## src/hw/rtl/sais_ram.sv

```systemverilog
// Generic single-port synchronous RAM with a registered read.
// Depends on nothing.
`timescale 1ns / 1ps

module sais_ram #(
  parameter int unsigned WIDTH = 8,
  parameter int unsigned DEPTH = 16
) (
  input  logic                     clk_i,
  input  logic                     we_i,
  input  logic [$clog2(DEPTH)-1:0] addr_i,
  input  logic [WIDTH-1:0]         wdata_i,
  output logic [WIDTH-1:0]         rdata_o
);

  logic [WIDTH-1:0] mem [DEPTH];
  logic [WIDTH-1:0] rdata_q;

  always_ff @(posedge clk_i) begin
    if (we_i) begin
      mem[addr_i] <= wdata_i;
    end
    rdata_q <= mem[addr_i];
  end

  assign rdata_o = rdata_q;

endmodule

```

## config.mk

```make
export PLATFORM = sky130hd
export DESIGN_NAME = sais_ram
export DESIGN_NICKNAME = d
export VERILOG_FILES = /design/src/hw/rtl/sais_ram.sv
export SDC_FILE = /design/constraint.sdc
export NUM_CORES = 1
export LEC_CHECK = 0
export ABC_AREA = 1
export BUFFER_PORTS_ARGS = -buffer_cell sky130_fd_sc_hd__buf_2
export CORE_ASPECT_RATIO = 1.4
export CORE_MARGIN = 2
export CORE_UTILIZATION = 55
export CTS_BUF_LIST = sky130_fd_sc_hd__clkbuf_16
export DETAILED_ROUTE_END_ITERATION = 8
export PLACE_DENSITY_LB_ADDON = 0.15
export SYNTH_ARGS = -nofsm -noshare
export SYNTH_HDL_FRONTEND = slang
export SYNTH_SLANG_ARGS = --single-unit
```

## constraint.sdc

```tcl
create_clock -name clk_i -period 1.3 [get_ports clk_i]
set_input_delay 0 -clock clk_i [delete_from_list [all_inputs] [get_ports clk_i]]
set_output_delay 0 -clock clk_i [all_outputs]
set_load 0.01 [all_outputs]
```

==> qor.txt, run 1 <==
top routing layer in use: met4
DR pass1 iterations: 5
synth unique cells: 11
DRC viols: 0
vias per cell: 4.99
clock skew: 0.00762 ns
slowest cell delay on critical path: 0.35 ns
Final Critical Period: 1.00 ns
Fillers: 812
crit-path cells: nand2_1, nand2_1, nand2_1, nand2_1, nand2_1, nand2_1, inv_1, nand2_1
Clk Tree Root Cell: clkbuf_16
synthesized area: 0.00559 mm²
P&R area growth vs syn: 17.0%
largest net degree at the start of global routing: 25
number of CTS-inserted buffers: 17
Switching Fraction: 20.5%
Crit Path Class: register to register
R2R cell count: 8
Post-DP HPWL: 7620 µm
maximum VDD drop: 1.54 mV
layout cells sized above 1: 13.4%
Die Ht: 123 µm
clock share of power: 45.2%
cts hold-fix bufs: 0
maximum achievable frequency: 0.997 GHz
Max Cap Viol: 0
combinational share of power: 6.1%
Final period util: 77.2%
Final ANT Viol Nets: 0
initial antenna violation count: 0
via count: 3696
worst-path fanout max: 1
fin nets: 606
CTS tree: built
pwr/cell area: 1550 mW/mm²
Worst path most repeated cell: nand2_1
CP arrival: 1.30 ns
Die ar.: 0.0110 mm²
Final Core Density: 66.1%
Routed WL: 11700 µm
Initial DRC Count: 289
outcome: finished, final reports clean
core box area: 0.00990 mm²
metal2 WL: 6110 µm
Tot GR Track Use: 23.2%
Crit-path slowest cell: edfxtp_1
wl on met1: 4760 µm
sequential area share after synthesis: 71.6%
Max Root-Sink Buffers: 2
Seq pwr share: 48.8%
port buffer count: 21
P_sw: 2080 µW
Worst setup SP type: register
Ys Warns: 0
Int Power: 8030 µW
fin. max-slew vios: 0
final hold viol count: 0
Ant. Diodes: 0
first-pass GRT wire length: 17900 µm
setup ws final: 0.297 ns
I/O pin cnt: 22
die width: 89.2 µm
#FFs+latches synth: 136
grt ovf: 0
GPL Wtd Cong: 0.840
synthesized net count: 562
Slew headroom: 73.7%
pre-CTS setup slack: 0.0412 ns
vias in the first global route: 3600
Worst-Margin Slew: 0.394 ns
DR WL/cell: 15.8 µm
leakage: 0.00285 µW
total stage count of the critical path: 8
Post-CTS Resized: 0
Mean Syn Cell Area: 10.2 µm²
Worst Path Buf+Inv: 1
Worst setup EP type: register
met3 WL post-DR: 502 µm
Final Setup Violations: 0
postcts setup bufs: 0
row cnt: 43
Hold Path Depth: 1
Initial Utilization: 56.5%
Critical Path RT: 1.60 ns
Clock Latency Late Sink: 0.41 ns
HP Class: input pin to register
CTS Sinks: 136
Worst-path clk slew: 0.06 ns
synthesized netlist cell count: 548
H-tree levels: 4
RSZ-0062 raised after global routing: false
cell family with most CP delay: simple AND/OR/NAND/NOR gates
synth_stat cells:
master | number | area (µm²)
dfxtp_1 | 8 | 160
buf_4 | 6 | 45.0
nand3_1 | 4 | 20.0
nand2_1 | 346 | 1300
inv_2 | 1 | 3.75
edfxtp_1 | 128 | 3840
clkbuf_1 | 3 | 11.3
nor2_1 | 18 | 67.6
clkinv_1 | 1 | 3.75
inv_1 | 21 | 78.8
buf_2 | 12 | 60.1
final timing paths:
path | from | end | slack [ns]
worst max-delay path | mem[3][0] | rdata_o[0] | 0.30
worst min-delay path | wdata_i[3] | mem[3][3] | 0.02
worst max register to register | mem[3][0] | rdata_o[0] | 0.30
worst min register to register | mem[12][6] | rdata_o[6] | 0.70
cell usage in the layout (no fill, tap or decap), drive strengths merged:
cell,n
edfxtp,128
nor2,18
clkinvlp,1
nand2,346
bufinv,3
inv,25
buf,46
clkbuf,17
dfxtp,8
clkinv,9
nand3,4
per-layer routing:
metal	vias up	GRT usage [%]
li1	1837	-
met5	-	0
met4	0	11.0
met2	109	39.1
met3	21	5.54
met1	1729	27.8
area by class of cell:
type | count | area, µm² | area share, %
clock buffers | 17 | 425 | 6.50
clock inverters | 15 | 145 | 2.22
inverters | 23 | 86.3 | 1.32
multi-input cells | 368 | 1410 | 21.5
flip-flops and latches | 136 | 4000 | 61.2
well taps | 135 | 169 | 2.58
repair buffers | 46 | 305 | 4.67
sequential cells by signal, indices dropped and copies added (netlist names):
name and count:
mem 128, rdata_o 8
stage by stage:
stage | power (µW) | cells | hold slack, ns | area [µm²] | TNS (ns)
3_5_place_dp | 5630 | 708 | 0.395 | 5970 | 0
5_1_grt | 10400 | 740 | 0.0300 | 6540 | 0
6_report | 10100 | 740 | 0.0202 | 6540 | 0
2_1_floorplan | 5370 | 548 | 0.0989 | 5610 | -4.29
4_1_cts | 10200 | 740 | 0.0170 | 6540 | 0
3_3_place_gp | 5630 | 708 | 0.394 | 5970 | 0
power by group through the flow:
| stage | Clock, µW | Combinational [µW] | Sequential [µW] |
|---|---|---|---|
| after global placement | 0 | 609 | 5020 |
| after detailed placement | 0 | 615 | 5020 |
| after global routing | 4800 | 692 | 4940 |
| after CTS | 4620 | 619 | 4930 |
| final | 4560 | 613 | 4930 |
| after floorplan | 0 | 343 | 5030 |
logic make-up after synthesis:
logic type	synth area share, %
flops	71.6
buf+inv	3.62
simple gates	24.8
worst register-to-register path: cells and delay by family (launching register included):
family	cells	cell delay [ns]
simple gates	7	0.47
flops	1	0.35
buf+inv	1	0.06
(Power assumes the default switching activity.)
==> inputs of run 2 (changes only) <==
Settings changed: CORE_UTILIZATION 55 to 58.
Clock period 1.3 ns to 1 ns, I/O delays scaled along.
==> run 2 against run 1 <==
Against the previous run: sequential cell count unchanged; die area decreased by 5.0%; clock power increased by 22%; worst hold slack improved by 0.021 ns; total power increased by 27%; largest power group unchanged; highest routed layer unchanged.
==> qor.txt, run 2 (same netlist as run 1, synthesis figures left out) <==
leakage: 0.00280 µW (was 0.00285 µW)
Final ANT Viol Nets: 0 (unchanged)
Worst Path Buf+Inv: 1 (unchanged)
DRC viols: 0 (unchanged)
final hold viol count: 0 (unchanged)
Final Core Density: 70.5% (was 66.1%)
CTS tree: built (unchanged)
Reg with most FFs: mem (unchanged)
DR WL/cell: 17.1 µm (was 15.8 µm)
Max Root-Sink Buffers: 2 (unchanged)
most frequent cells in the layout: 338 x nand2_1, 128 x edfxtp_1, 21 x buf_2 (was 346 x nand2_1, 128 x edfxtp_1, 24 x inv_1, 24 x buf_4, 21 x buf_2)
HP Class: input pin to register (unchanged)
Max Cap Viol: 0 (unchanged)
Clock Latency Late Sink: 0.41 ns (about the same)
GPL Wtd Cong: 0.948 (was 0.840)
slowest cell delay on critical path: 0.38 ns (was 0.35 ns)
Worst path most repeated cell: nand2_1 (unchanged)
initial antenna violation count: 0 (unchanged)
pwr/cell area: 1940 mW/mm² (was 1550 mW/mm²)
largest net degree at the start of global routing: 36 (was 25)
CTS Sinks: 136 (unchanged)
H-tree levels: 4 (unchanged)
outcome: finished, final reports clean (unchanged)
Multi-input gate area: 0.00158 mm² (was 0.00141 mm²)
row cnt: 42 (was 43)
number of CTS-inserted buffers: 17 (unchanged)
P&R area growth vs syn: 18.5% (was 17.0%)
Die ar.: 0.0105 mm² (was 0.0110 mm²)
maximum achievable frequency: 1.00 GHz (was 0.997 GHz)
maximum VDD drop: 1.94 mV (was 1.54 mV)
commonest non-fill, non-tap cell in the layout: nand2_1 (unchanged)
Critical Path RT: 1.31 ns (was 1.60 ns)
port buffer count: 21 (unchanged)
CP arrival: 1.30 ns (about the same)
I/O pin cnt: 22 (unchanged)
Post-Place Cell Area: 0.00607 mm² (was 0.00597 mm²)
DR pass1 iterations: 6 (was 5)
Initial DRC Count: 248 (was 289)
Clk Tree Root Cell: clkbuf_16 (unchanged)
Final Setup Violations: 0 (unchanged)
Post-Layout Inst Area: 0.00663 mm² (was 0.00654 mm²)
worst-path fanout max: 1 (unchanged)
via count: 3691 (was 3696)
cts hold-fix bufs: 0 (unchanged)
RSZ-0062 raised after global routing: true (was false)
register area: 0.00400 mm² (unchanged)
clock skew: 0.00372 ns (was 0.00762 ns)
vias per cell: 5.23 (was 4.99)
Worst-path clk slew: 0.06 ns (about the same)
Slew headroom: 70.6% (was 73.7%)
Die Ht: 120 µm (was 123 µm)
Routed WL: 12100 µm (was 11700 µm)
fin nets: 597 (was 606)
Ant. Diodes: 0 (unchanged)
Fillers: 682 (was 812)
postcts setup bufs: 0 (unchanged)
Initial Utilization: 59.5% (was 56.5%)
grt ovf: 0 (unchanged)
max reg flops: 128 (unchanged)
Final Critical Period: 0.995 ns (was 1.00 ns)
cell family with most CP delay: simple AND/OR/NAND/NOR gates (unchanged)
core box area: 0.00941 mm² (was 0.00990 mm²)
Final period util: 99.5% (was 77.2%)
Worst setup EP type: register (unchanged)
Worst setup SP type: register (unchanged)
Post-DP HPWL: 7640 µm (was 7620 µm)
setup TNS: 0 ns (unchanged)
crit-path cells: nand2_1, nand2_2, nand2_2, nand2_1, nand2_1, nand2_1, inv_1, nand2_1 (was nand2_1, nand2_1, nand2_1, nand2_1, nand2_1, nand2_1, inv_1, nand2_1)
Tot GR Track Use: 25.1% (was 23.2%)
fin. max-slew vios: 0 (unchanged)
Crit-path slowest cell: edfxtp_1 (unchanged)
Crit Path Class: register to register (unchanged)
vias in the first global route: 3800 (was 3600)
die width: 87.0 µm (was 89.2 µm)
Worst-Margin Slew: 0.441 ns (was 0.394 ns)
first-pass GRT wire length: 18700 µm (was 17900 µm)
layout cells sized above 1: 17.4% (was 13.4%)
run 2: area by class of cell:
cell class                      count  area share, %
Tap cell                          110           2.08
Multi-Input combinational cell    368           23.9
Sequential cell                   136           60.4
Clock buffer                       17           6.42
Inverter                           23           1.38
Timing Repair Buffer               37           4.15
Clock inverter                     15           1.74
run 2: metal layers:
layer | share of wire (%) | wire, µm | up-vias | global-route usage (%)
met2 | 51 | 6180 | 135 | 41.5
met4 | 3.6 | 431 | 0 | 13.6
li1 | - | - | 1821 | -
met1 | 40 | 4760 | 1703 | 30.1
met5 | 0 | 0 | - | 0
met3 | 5.6 | 674 | 32 | 5.94
run 2: final timing paths:
kind / from / endpoint / slack (ns) / depth (start not counted)
worst max-delay path: mem[5][2] / rdata_o[2] / 0.005 / 8
worst min register to register: mem[11][2] / rdata_o[2] / 0.71 / 8
worst max register to register: mem[5][2] / rdata_o[2] / 0.005 / 8
worst min-delay path: wdata_i[0] / mem[2][0] / 0.04 / 1
run 2: repair_timing:
item,CTS,global route
setup endpoints to repair,1,8
gates resized for setup,1,13
pin swaps,0,32
run 2: through the flow:
step / hold slack, ns / cells / total power [µW] / setup slack [ns]
6_report: 0.0408 / 706 / 12900 / 0.00483
5_1_grt: 0.0524 / 706 / 13200 / -0.0827
4_1_cts: 0.0286 / 706 / 12900 / 0.00220
3_5_place_dp: 0.392 / 674 / 7400 / -0.196
3_3_place_gp: 0.394 / 674 / 7390 / -0.170
2_1_floorplan: 0.0989 / 548 / 7050 / 0.00831
run 2: worst reg2reg max path, delay by kind of cell (launching register included):
family                 cells  cell delay [ns]
DFF                        1             0.38
and+or+nand+nor            7             0.46
buffers and inverters      1             0.06
run 2: power breakdown:
part           switching, µW  internal [µW]  leakage (µW)
sequential              32.8           6380       0.00122
clock                   2190           3360      0.000262
combinational            629            265       0.00131
