[src/hw/rtl/sais_pkg.sv]
// Shared types and constants of the suffix array interval search block.
// Depends on nothing; every other file of the block but sais_ram imports it.
`timescale 1ns / 1ps

package sais_pkg;

  localparam int unsigned RowW    = 16;
  localparam int unsigned DepthW  = 17;
  localparam int unsigned ByteW   = 8;
  localparam int unsigned SaW     = 16;
  localparam int unsigned CfgW    = 17;
  localparam int unsigned CfgIdxW = 1;
  localparam int unsigned PosW    = 18;

  localparam logic [DepthW-1:0] MaxDepth = {DepthW{1'b1}};

  typedef enum logic [1:0] {
    REQ_WR_TEXT = 2'd0,
    REQ_WR_SA   = 2'd1,
    REQ_RESET   = 2'd2,
    REQ_REFINE  = 2'd3
  } req_type_e;

  typedef enum logic [CfgIdxW-1:0] {
    CFG_SA_COUNT    = 1'b0,
    CFG_TEXT_LENGTH = 1'b1
  } cfg_index_e;

  typedef enum logic [1:0] {
    CORE_IDLE,
    CORE_SEARCH,
    CORE_EMIT
  } core_state_e;

  typedef enum logic [2:0] {
    SRCH_IDLE,
    SRCH_RD_TXT,
    SRCH_EVAL,
    SRCH_MID,
    SRCH_DONE
  } srch_state_e;

  typedef enum logic [1:0] {
    PH_FIRST,
    PH_LAST,
    PH_LOOP1,
    PH_LOOP2
  } srch_phase_e;

  typedef struct packed {
    logic              go;
    logic [ByteW-1:0]  ch;
    logic [RowW-1:0]   start_row;
    logic [RowW-1:0]   end_row;
    logic [DepthW-1:0] depth;
  } sais_start_t;

  typedef struct packed {
    logic            done;
    logic            found;
    logic [RowW-1:0] lo_row;
    logic [RowW-1:0] hi_row;
  } sais_result_t;

endpackage

[src/hw/rtl/sais_search.sv]
// Refine sequencer: probes suffix and text memories to binary-search the new borders.
// Depends on sais_pkg; the memories themselves sit in the top level.
`timescale 1ns / 1ps

module sais_search import sais_pkg::*; #(
  parameter int unsigned TEXT_DEPTH = 65536,
  parameter int unsigned SA_DEPTH   = 65536
) (
  input  logic                          clk_i,
  input  logic                          rst_ni,
  input  sais_start_t                   start_i,
  input  logic [CfgW-1:0]               text_length_i,
  input  logic [SaW-1:0]                sa_rdata_i,
  input  logic [ByteW-1:0]              text_rdata_i,
  output logic [$clog2(SA_DEPTH)-1:0]   sa_raddr_o,
  output logic [$clog2(TEXT_DEPTH)-1:0] text_raddr_o,
  output sais_result_t                  result_o
);

  localparam int unsigned TextAw = $clog2(TEXT_DEPTH);
  localparam int unsigned SaAw   = $clog2(SA_DEPTH);
  localparam logic [31:0] TextDepthW = 32'(TEXT_DEPTH);
  localparam logic [31:0] SaDepthW   = 32'(SA_DEPTH);

  srch_state_e state_q, state_d;
  srch_phase_e phase_q, phase_d;

  logic [ByteW-1:0]  c_q, c_d;
  logic [DepthW-1:0] depth_q, depth_d;
  logic [RowW-1:0]   start_q, start_d, end_q, end_d;
  logic [RowW-1:0]   row_q, row_d;
  logic [RowW-1:0]   l_q, l_d, r_q, r_d, r2_q, r2_d;
  logic signed [RowW+1:0] l2_q, l2_d;
  logic hit_q, hit_d, miss_q, miss_d, firsteq_q, firsteq_d, lasteq_q, lasteq_d;
  logic txt_oob_q, txt_oob_d;

  // Probe datapath: suffix start plus depth gives the text position.
  logic            row_oob;
  logic [SaW-1:0]  sa_val;
  logic [PosW-1:0] pos;
  logic [31:0]     pos32, row32;
  logic [ByteW-1:0] byte_val;
  logic            c_lt_b, c_eq_b;

  assign row_oob  = {16'd0, row_q} >= SaDepthW;
  assign sa_val   = row_oob ? '0 : sa_rdata_i;
  assign pos      = PosW'(sa_val) + PosW'(depth_q);
  assign pos32    = 32'(pos);
  assign txt_oob_d = (CfgW'(pos) >= text_length_i) || pos[PosW-1] || (pos32 >= TextDepthW);
  assign text_raddr_o = pos32[TextAw-1:0];
  assign row32    = 32'(row_d);
  assign sa_raddr_o = row32[SaAw-1:0];

  assign byte_val = txt_oob_q ? '0 : text_rdata_i;
  assign c_lt_b   = c_q < byte_val;
  assign c_eq_b   = c_q == byte_val;

  // Lower border search step.
  logic [RowW-1:0] l_n, r_n, lp_l, lp_r, m1;
  logic [RowW:0]   sum1;
  logic            cont1;

  assign l_n   = (c_lt_b || c_eq_b) ? l_q : row_q;
  assign r_n   = (c_lt_b || c_eq_b) ? row_q : r_q;
  assign lp_l  = (phase_q == PH_LOOP1) ? l_n : start_q;
  assign lp_r  = (phase_q == PH_LOOP1) ? r_n : end_q;
  assign sum1  = (RowW+1)'(lp_l) + (RowW+1)'(lp_r);
  assign m1    = sum1[RowW:1];
  assign cont1 = (RowW+1)'(lp_r) > ((RowW+1)'(lp_l) + 1'b1);

  // Upper border search step.
  logic signed [RowW+1:0] l2_eff, l2_n, l2_src, r2_src, sum2;
  logic [RowW-1:0]        m2;
  logic                   cont2;

  assign l2_eff = hit_q ? l2_q : ($signed({2'b00, l_q}) - 18'sd1);
  assign l2_n   = c_lt_b ? l2_q : $signed({2'b00, row_q});
  assign l2_src = (state_q == SRCH_MID) ? l2_eff : l2_n;
  assign r2_src = (state_q == SRCH_MID) ? $signed({2'b00, r2_q})
                                        : $signed({2'b00, (c_lt_b ? row_q : r2_q)});
  assign sum2   = l2_src + r2_src;
  assign m2     = sum2[RowW:1];
  assign cont2  = r2_src > (l2_src + 18'sd1);

  always_comb begin
    state_d = state_q;
    unique case (state_q)
      SRCH_IDLE: begin
        if (start_i.go) begin
          state_d = (start_i.start_row > start_i.end_row) ? SRCH_DONE : SRCH_RD_TXT;
        end
      end
      SRCH_RD_TXT: state_d = SRCH_EVAL;
      SRCH_EVAL: begin
        unique case (phase_q)
          PH_FIRST: state_d = c_lt_b ? SRCH_DONE : SRCH_RD_TXT;
          PH_LAST: begin
            if (!c_lt_b && !c_eq_b) begin
              state_d = SRCH_DONE;
            end else if (firsteq_q || !cont1) begin
              state_d = SRCH_MID;
            end else begin
              state_d = SRCH_RD_TXT;
            end
          end
          PH_LOOP1: state_d = cont1 ? SRCH_RD_TXT : SRCH_MID;
          PH_LOOP2: state_d = cont2 ? SRCH_RD_TXT : SRCH_DONE;
          default:  state_d = SRCH_DONE;
        endcase
      end
      SRCH_MID:  state_d = (!lasteq_q && cont2) ? SRCH_RD_TXT : SRCH_DONE;
      SRCH_DONE: state_d = SRCH_IDLE;
      default:   state_d = SRCH_IDLE;
    endcase
  end

  always_comb begin
    phase_d   = phase_q;
    c_d       = c_q;
    depth_d   = depth_q;
    start_d   = start_q;
    end_d     = end_q;
    row_d     = row_q;
    l_d       = l_q;
    r_d       = r_q;
    l2_d      = l2_q;
    r2_d      = r2_q;
    hit_d     = hit_q;
    miss_d    = miss_q;
    firsteq_d = firsteq_q;
    lasteq_d  = lasteq_q;
    case (state_q)
      SRCH_IDLE: begin
        if (start_i.go) begin
          c_d     = start_i.ch;
          depth_d = start_i.depth;
          start_d = start_i.start_row;
          end_d   = start_i.end_row;
          row_d   = start_i.start_row;
          phase_d = PH_FIRST;
          hit_d   = 1'b0;
          miss_d  = start_i.start_row > start_i.end_row;
        end
      end
      SRCH_EVAL: begin
        case (phase_q)
          PH_FIRST: begin
            miss_d    = c_lt_b;
            firsteq_d = c_eq_b;
            row_d     = end_q;
            phase_d   = PH_LAST;
          end
          PH_LAST: begin
            miss_d   = !c_lt_b && !c_eq_b;
            lasteq_d = c_eq_b;
            l_d      = start_q;
            r_d      = end_q;
            l2_d     = $signed({2'b00, start_q});
            r2_d     = end_q;
            hit_d    = firsteq_q;
            if (!firsteq_q) begin
              if (cont1) begin
                row_d   = m1;
                phase_d = PH_LOOP1;
              end else begin
                l_d = end_q;
              end
            end
          end
          PH_LOOP1: begin
            if (c_lt_b || c_eq_b) begin
              if (!hit_q && c_eq_b) begin
                hit_d = 1'b1;
                l2_d  = $signed({2'b00, row_q});
                r2_d  = r_q;
              end
            end
            l_d   = cont1 ? l_n : r_n;
            r_d   = r_n;
            row_d = m1;
          end
          default: begin
            l2_d  = l2_n;
            r2_d  = r2_src[RowW-1:0];
            row_d = m2;
          end
        endcase
      end
      SRCH_MID: begin
        l2_d    = lasteq_q ? $signed({2'b00, end_q}) : l2_eff;
        row_d   = m2;
        phase_d = PH_LOOP2;
      end
      default: begin
      end
    endcase
  end

  always_comb begin
    result_o.done   = state_q == SRCH_DONE;
    result_o.found  = !miss_q && !($signed({2'b00, l_q}) > l2_q);
    result_o.lo_row = l_q;
    result_o.hi_row = l2_q[RowW-1:0];
  end

  always_ff @(posedge clk_i or negedge rst_ni) begin
    if (!rst_ni) begin
      state_q <= SRCH_IDLE;
    end else begin
      state_q <= state_d;
    end
  end

  always_ff @(posedge clk_i) begin
    phase_q   <= phase_d;
    c_q       <= c_d;
    depth_q   <= depth_d;
    start_q   <= start_d;
    end_q     <= end_d;
    row_q     <= row_d;
    l_q       <= l_d;
    r_q       <= r_d;
    l2_q      <= l2_d;
    r2_q      <= r2_d;
    hit_q     <= hit_d;
    miss_q    <= miss_d;
    firsteq_q <= firsteq_d;
    lasteq_q  <= lasteq_d;
    txt_oob_q <= txt_oob_d;
  end

endmodule

[config.mk]
export PLATFORM = sky130hd
export DESIGN_NAME = sais_search
export DESIGN_NICKNAME = d
export VERILOG_FILES = /design/src/hw/rtl/sais_pkg.sv /design/src/hw/rtl/sais_search.sv
export SDC_FILE = /design/constraint.sdc
export NUM_CORES = 1
export LEC_CHECK = 0
export BUFFER_PORTS_ARGS = -buffer_cell sky130_fd_sc_hd__buf_2
export CORE_UTILIZATION = 50
export CTS_CLUSTER_DIAMETER = 60
export CTS_CLUSTER_SIZE = 28
export DETAILED_ROUTE_END_ITERATION = 16
export PLACE_DENSITY = 0.74
export SYNTH_ARGS = -nofsm -noshare
export SYNTH_HDL_FRONTEND = slang
export SYNTH_SLANG_ARGS = --single-unit
[constraint.sdc]
create_clock -name clk_i -period 7.5 [get_ports clk_i]
set_input_delay 0.75 -clock clk_i [delete_from_list [all_inputs] [get_ports clk_i]]
set_output_delay 0.75 -clock clk_i [all_outputs]
set_load 0.01 [all_outputs]
==> metrics.md <==
| Metric | Value |
|---|---|
| Outcome | completed |
| Worst Path Required | slightly below 7 ns |
| Sequential group share of total power | between 15 and 20% |
| Reg2Reg Depth | 28 |
| Switch share | between 50% and 60% |
| Die height | around 170 um |
| Fin Setup TNS | 0 ns |
| Slew Limit Fails | 0 |
| Mapped cell area | approximately 14000 sq um |
| FP Rows | slightly above 60 |
| Final GP Congestion | between 0.9 and 1 |
| F_max | about 140 MHz |
| Initial core utilization | between 50 and 60% |
| Clock-pin slew on the worst setup and hold paths | 0.07 ns |
| TritonCTS Buffers | 17 |
| Setup CP Type | flip-flop to output pin |
| Clock Tree Buf Depth | 2 |
| CTS Root Cell | clkbuf_16 |
| Max H-tree Level | 4 |
| Synth Register Bits | about 150 |
| Slew @ Worst Pin | 1.06 ns |
| Final setup violation count | 0 |
| Gate power share | between 70 and 80% |
| Syn Inst Count | 1603 |
| Max-cap violations | 0 |
| Clock Latency Late Sink | between 0.4 and 0.5 ns |
| Reg2reg setup slack | slightly above 0.9 ns |
| Inserted Diodes | 0 |
| WP data arrival | ~6.3 ns |
| Synth area leader | edfxtp_1 |
| Synth unique cells | 96 |
| Hold_buf cts | 0 |
| Pwr Density | approximately 570 nW/um^2 |
| Nets@finish | about 2k |
| GRT Total Usage | between 30% and 40% |
| RSZ-0062 raised after global routing | no |
| Post-Route WL | 53.8 mm |
| Synth-to-Final Area Change | 12.7% |
| Synth Flop Type | edfxtp_1 |
| Min cycle time layout | ~7.1 ns |
| Clk sinks | between 100 and 150 |
| Internal | between 4 and 5 mW |
| Yosys warns | 0 |
| Critical Path Start Type | flip-flop |
| Switch Pwr | between 4 and 5 mW |
| P_leak | ~6.6 nW |
| Via/cell ratio | 6.68 |
| Full die area | approximately 29000 sq um |
| Largest net degree at the start of global routing | 62 |
| Clock network fraction of design power | a little under a tenth |
| HP Class | input pin to async pin |
| Worst reg2reg path endpoint | l_q[2] |
| Crit end category | output pin |
| Maximum vdd drop | approximately 0.34 mV |
| DRC violations left | 0 |
| Via count | about 14k |
| Fillers | 2475 |
| Top post-synthesis cells by area | edfxtp_1 (27%), ha_1 (13%), a21oi_1 (4.1%), nand2_1 (3.6%), nor2_1 (3.4%) |
| Net Count, Synth | between 1.5k and 2k |
| Number of global-route vias before repair | around 13k |
| Port Buffer Count | between 150 and 200 |
| CP max FO | 18 |
| Post-synth EDFFs | about 130 |
| Die width | about 170 um |
| DPL Wire Length | 41.4 mm |
| Core outline area | roughly 28000 sq um |
| Asr flop ratio synth | under 10% |
| CTS tree | done |
| Initial antenna violation count | 0 |
| Layout cells sized above 1 | between 10% and 20% |
| First-pass DRT Iterations | 7 |
| Drt first-iter violations | roughly 2.0k |
| Area of the multi-input gates | ~9100 sq um |
| Max_slew headroom | between 20% and 30% |
| Post-synthesis sequential area ratio | 30.3% |
| Worst r2r src | txt_oob_q |
| Clk_skew | roughly 0.011 ns |
| Gr ovfl total | 0 |
| Final Hold Fails | 0 |
| Global-route wire length before repair | between 70 and 80 mm |
| Final Cycle Share | between 90% and 100% |
| Post-synth top area share | 27.3% |
| Synthesized area per cell | 8.84 sq um |
| Routed Antenna Nets | 0 |
| Total power | approximately 9.1 mW |
| IO Count | 167 |
| DR WL/cell | roughly 25 um |
| Sequential cell area | around 4300 sq um |
[Yosys cell counts, drive strengths merged, types with 9 or more instances]
cell type	n
a21oi	117
a222oi	19
a22oi	25
nor3	24
o21a	14
nor2	131
a221o	9
nand2b	20
o22ai	21
nor2b	14
mux2i	18
edfxtp	129
inv	93
a211oi	46
xnor2	48
nand3	42
a21o	38
clkbuf	64
o21ai	81
nor4	27
or3	12
buf	41
mux2	39
dfxtp	17
and2	11
and3	11
o21bai	11
a221oi	15
ha	144
a31oi	42
nand2	138
xor2	29
nand4	21
[worst max path at each step]
stage                    start             end  slack [ns]  depth (start not counted)
2_1_floorplan  text_rdata_i[7]  sa_raddr_o[13]        0.37                         31
3_3_place_gp   text_rdata_i[1]   sa_raddr_o[2]        0.35                         28
3_5_place_dp   text_rdata_i[6]   sa_raddr_o[2]        0.27                         29
4_1_cts              txt_oob_q   sa_raddr_o[2]        0.13                         28
5_1_grt              txt_oob_q  sa_raddr_o[13]        0.03                         27
6_report             txt_oob_q  sa_raddr_o[12]        0.42                         22
[placed cells by master (no fill, tap or decap), types with 29 or more instances in the layout]
cell      instances
inv_1            91
nor2_1          129
xnor2_1          48
o21ai_0          63
buf_4            51
nand3_1          41
a21oi_1         116
xor2_1           29
edfxtp_1        129
a31oi_1          30
nand2_1         136
a211oi_1         39
ha_1            143
a21o_1           38
buf_2           166
[critical path, stage by stage (launching register included)]
cell	delay [ns]
dfxtp_1	0.36
nand2b_1	0.17
ha_1	0.35
nand4_4	0.18
or2_4	0.18
inv_4	0.06
a211o_4	0.32
nand2_1	0.20
buf_4	0.31
nand2_1	0.09
a31oi_1	0.51
ha_1	0.36
a211oi_1	0.22
nor2_1	0.12
o41ai_1	0.33
o21ai_0	0.26
a221o_1	0.40
maj3_1	0.37
xnor2_1	0.36
nand2_1	0.09
mux2_2	0.28
a22oi_1	0.19
buf_2	0.18
[power groups by stage]
stage	clock, mW	sequential, mW	combinational, mW
after detailed placement	0	1.63	6.34
after global routing	0.895	1.64	7.12
final	0.864	1.64	6.63
after floorplan	0	1.42	4.52
after CTS	0.861	1.61	6.39
after global placement	0	1.62	6.24
[routing by layer]
metal	routed length [um]	part of all wire, %	GRT usage (%)
met5	0	0	0
met4	3700	6.9	23.1
met2	22400	42	54.8
met1	21000	39	48.4
met3	6710	12	8.86
[cells by family (layout without fill, tap and decap cells)]
| kind of cell | after synthesis | after routing | share of synthesized area [%] |
|---|---|---|---|
| AO/OA/AOI/OAI | 501 | 501 | 24.9 |
| AND/OR/NAND/NOR | 471 | 471 | 16.3 |
| buffers and inverters | 199 | 343 | 6.07 |
| flip-flops | 149 | 149 | 30.3 |
| adder cells (fa/ha/maj) | 148 | 148 | 13.2 |
| XOR/XNOR | 78 | 78 | 4.92 |
| multiplexers | 57 | 57 | 4.37 |
[metrics by stage]
stage               instances  hold slack (ns)  area (sq um)  utilization [%]  setup WS (ns)
floorplan                1603            0.454         14200                -          0.365
global placement         2089            0.559         15300             55.1          0.350
detailed placement       2089            0.561         15300             55.1          0.266
CTS                      2121            0.101         15900             57.1          0.133
global route             2125           0.0944         16000             57.3         0.0325
finish                   2125            0.104         16000             57.3          0.420
[layout make-up]
type / instances / share of cell area [%]
clock buffers: 19 / 2.91
flip-flops and latches: 149 / 26.9
repair buffers: 217 / 7.60
well taps: 378 / 2.96
clock inverters: 13 / 0.705
multi-input cells: 1255 / 56.7
inverters: 94 / 2.23
[registers in the layout, indices dropped and copies added (netlist names)]
name and flops:
hit_q 1, txt_oob_q 1, miss_q 1, lasteq_q 1, l2_q 18, c_q 8
depth_q 17, l_q 16, r_q 16, state_q 3, phase_q 2, row_q 16
start_q 16, end_q 16, r2_q 16, firsteq_q 1
[repair_timing]
| item | in CTS | in global routing |
|---|---|---|
| setup buffers | 0 | 4 |
| setup endpoints to repair | 0 | 16 |
| gates resized for setup | 0 | 5 |
| hold endpoints to repair | 0 | 0 |
No activity file was read; power rests on OpenSTA's default activity.
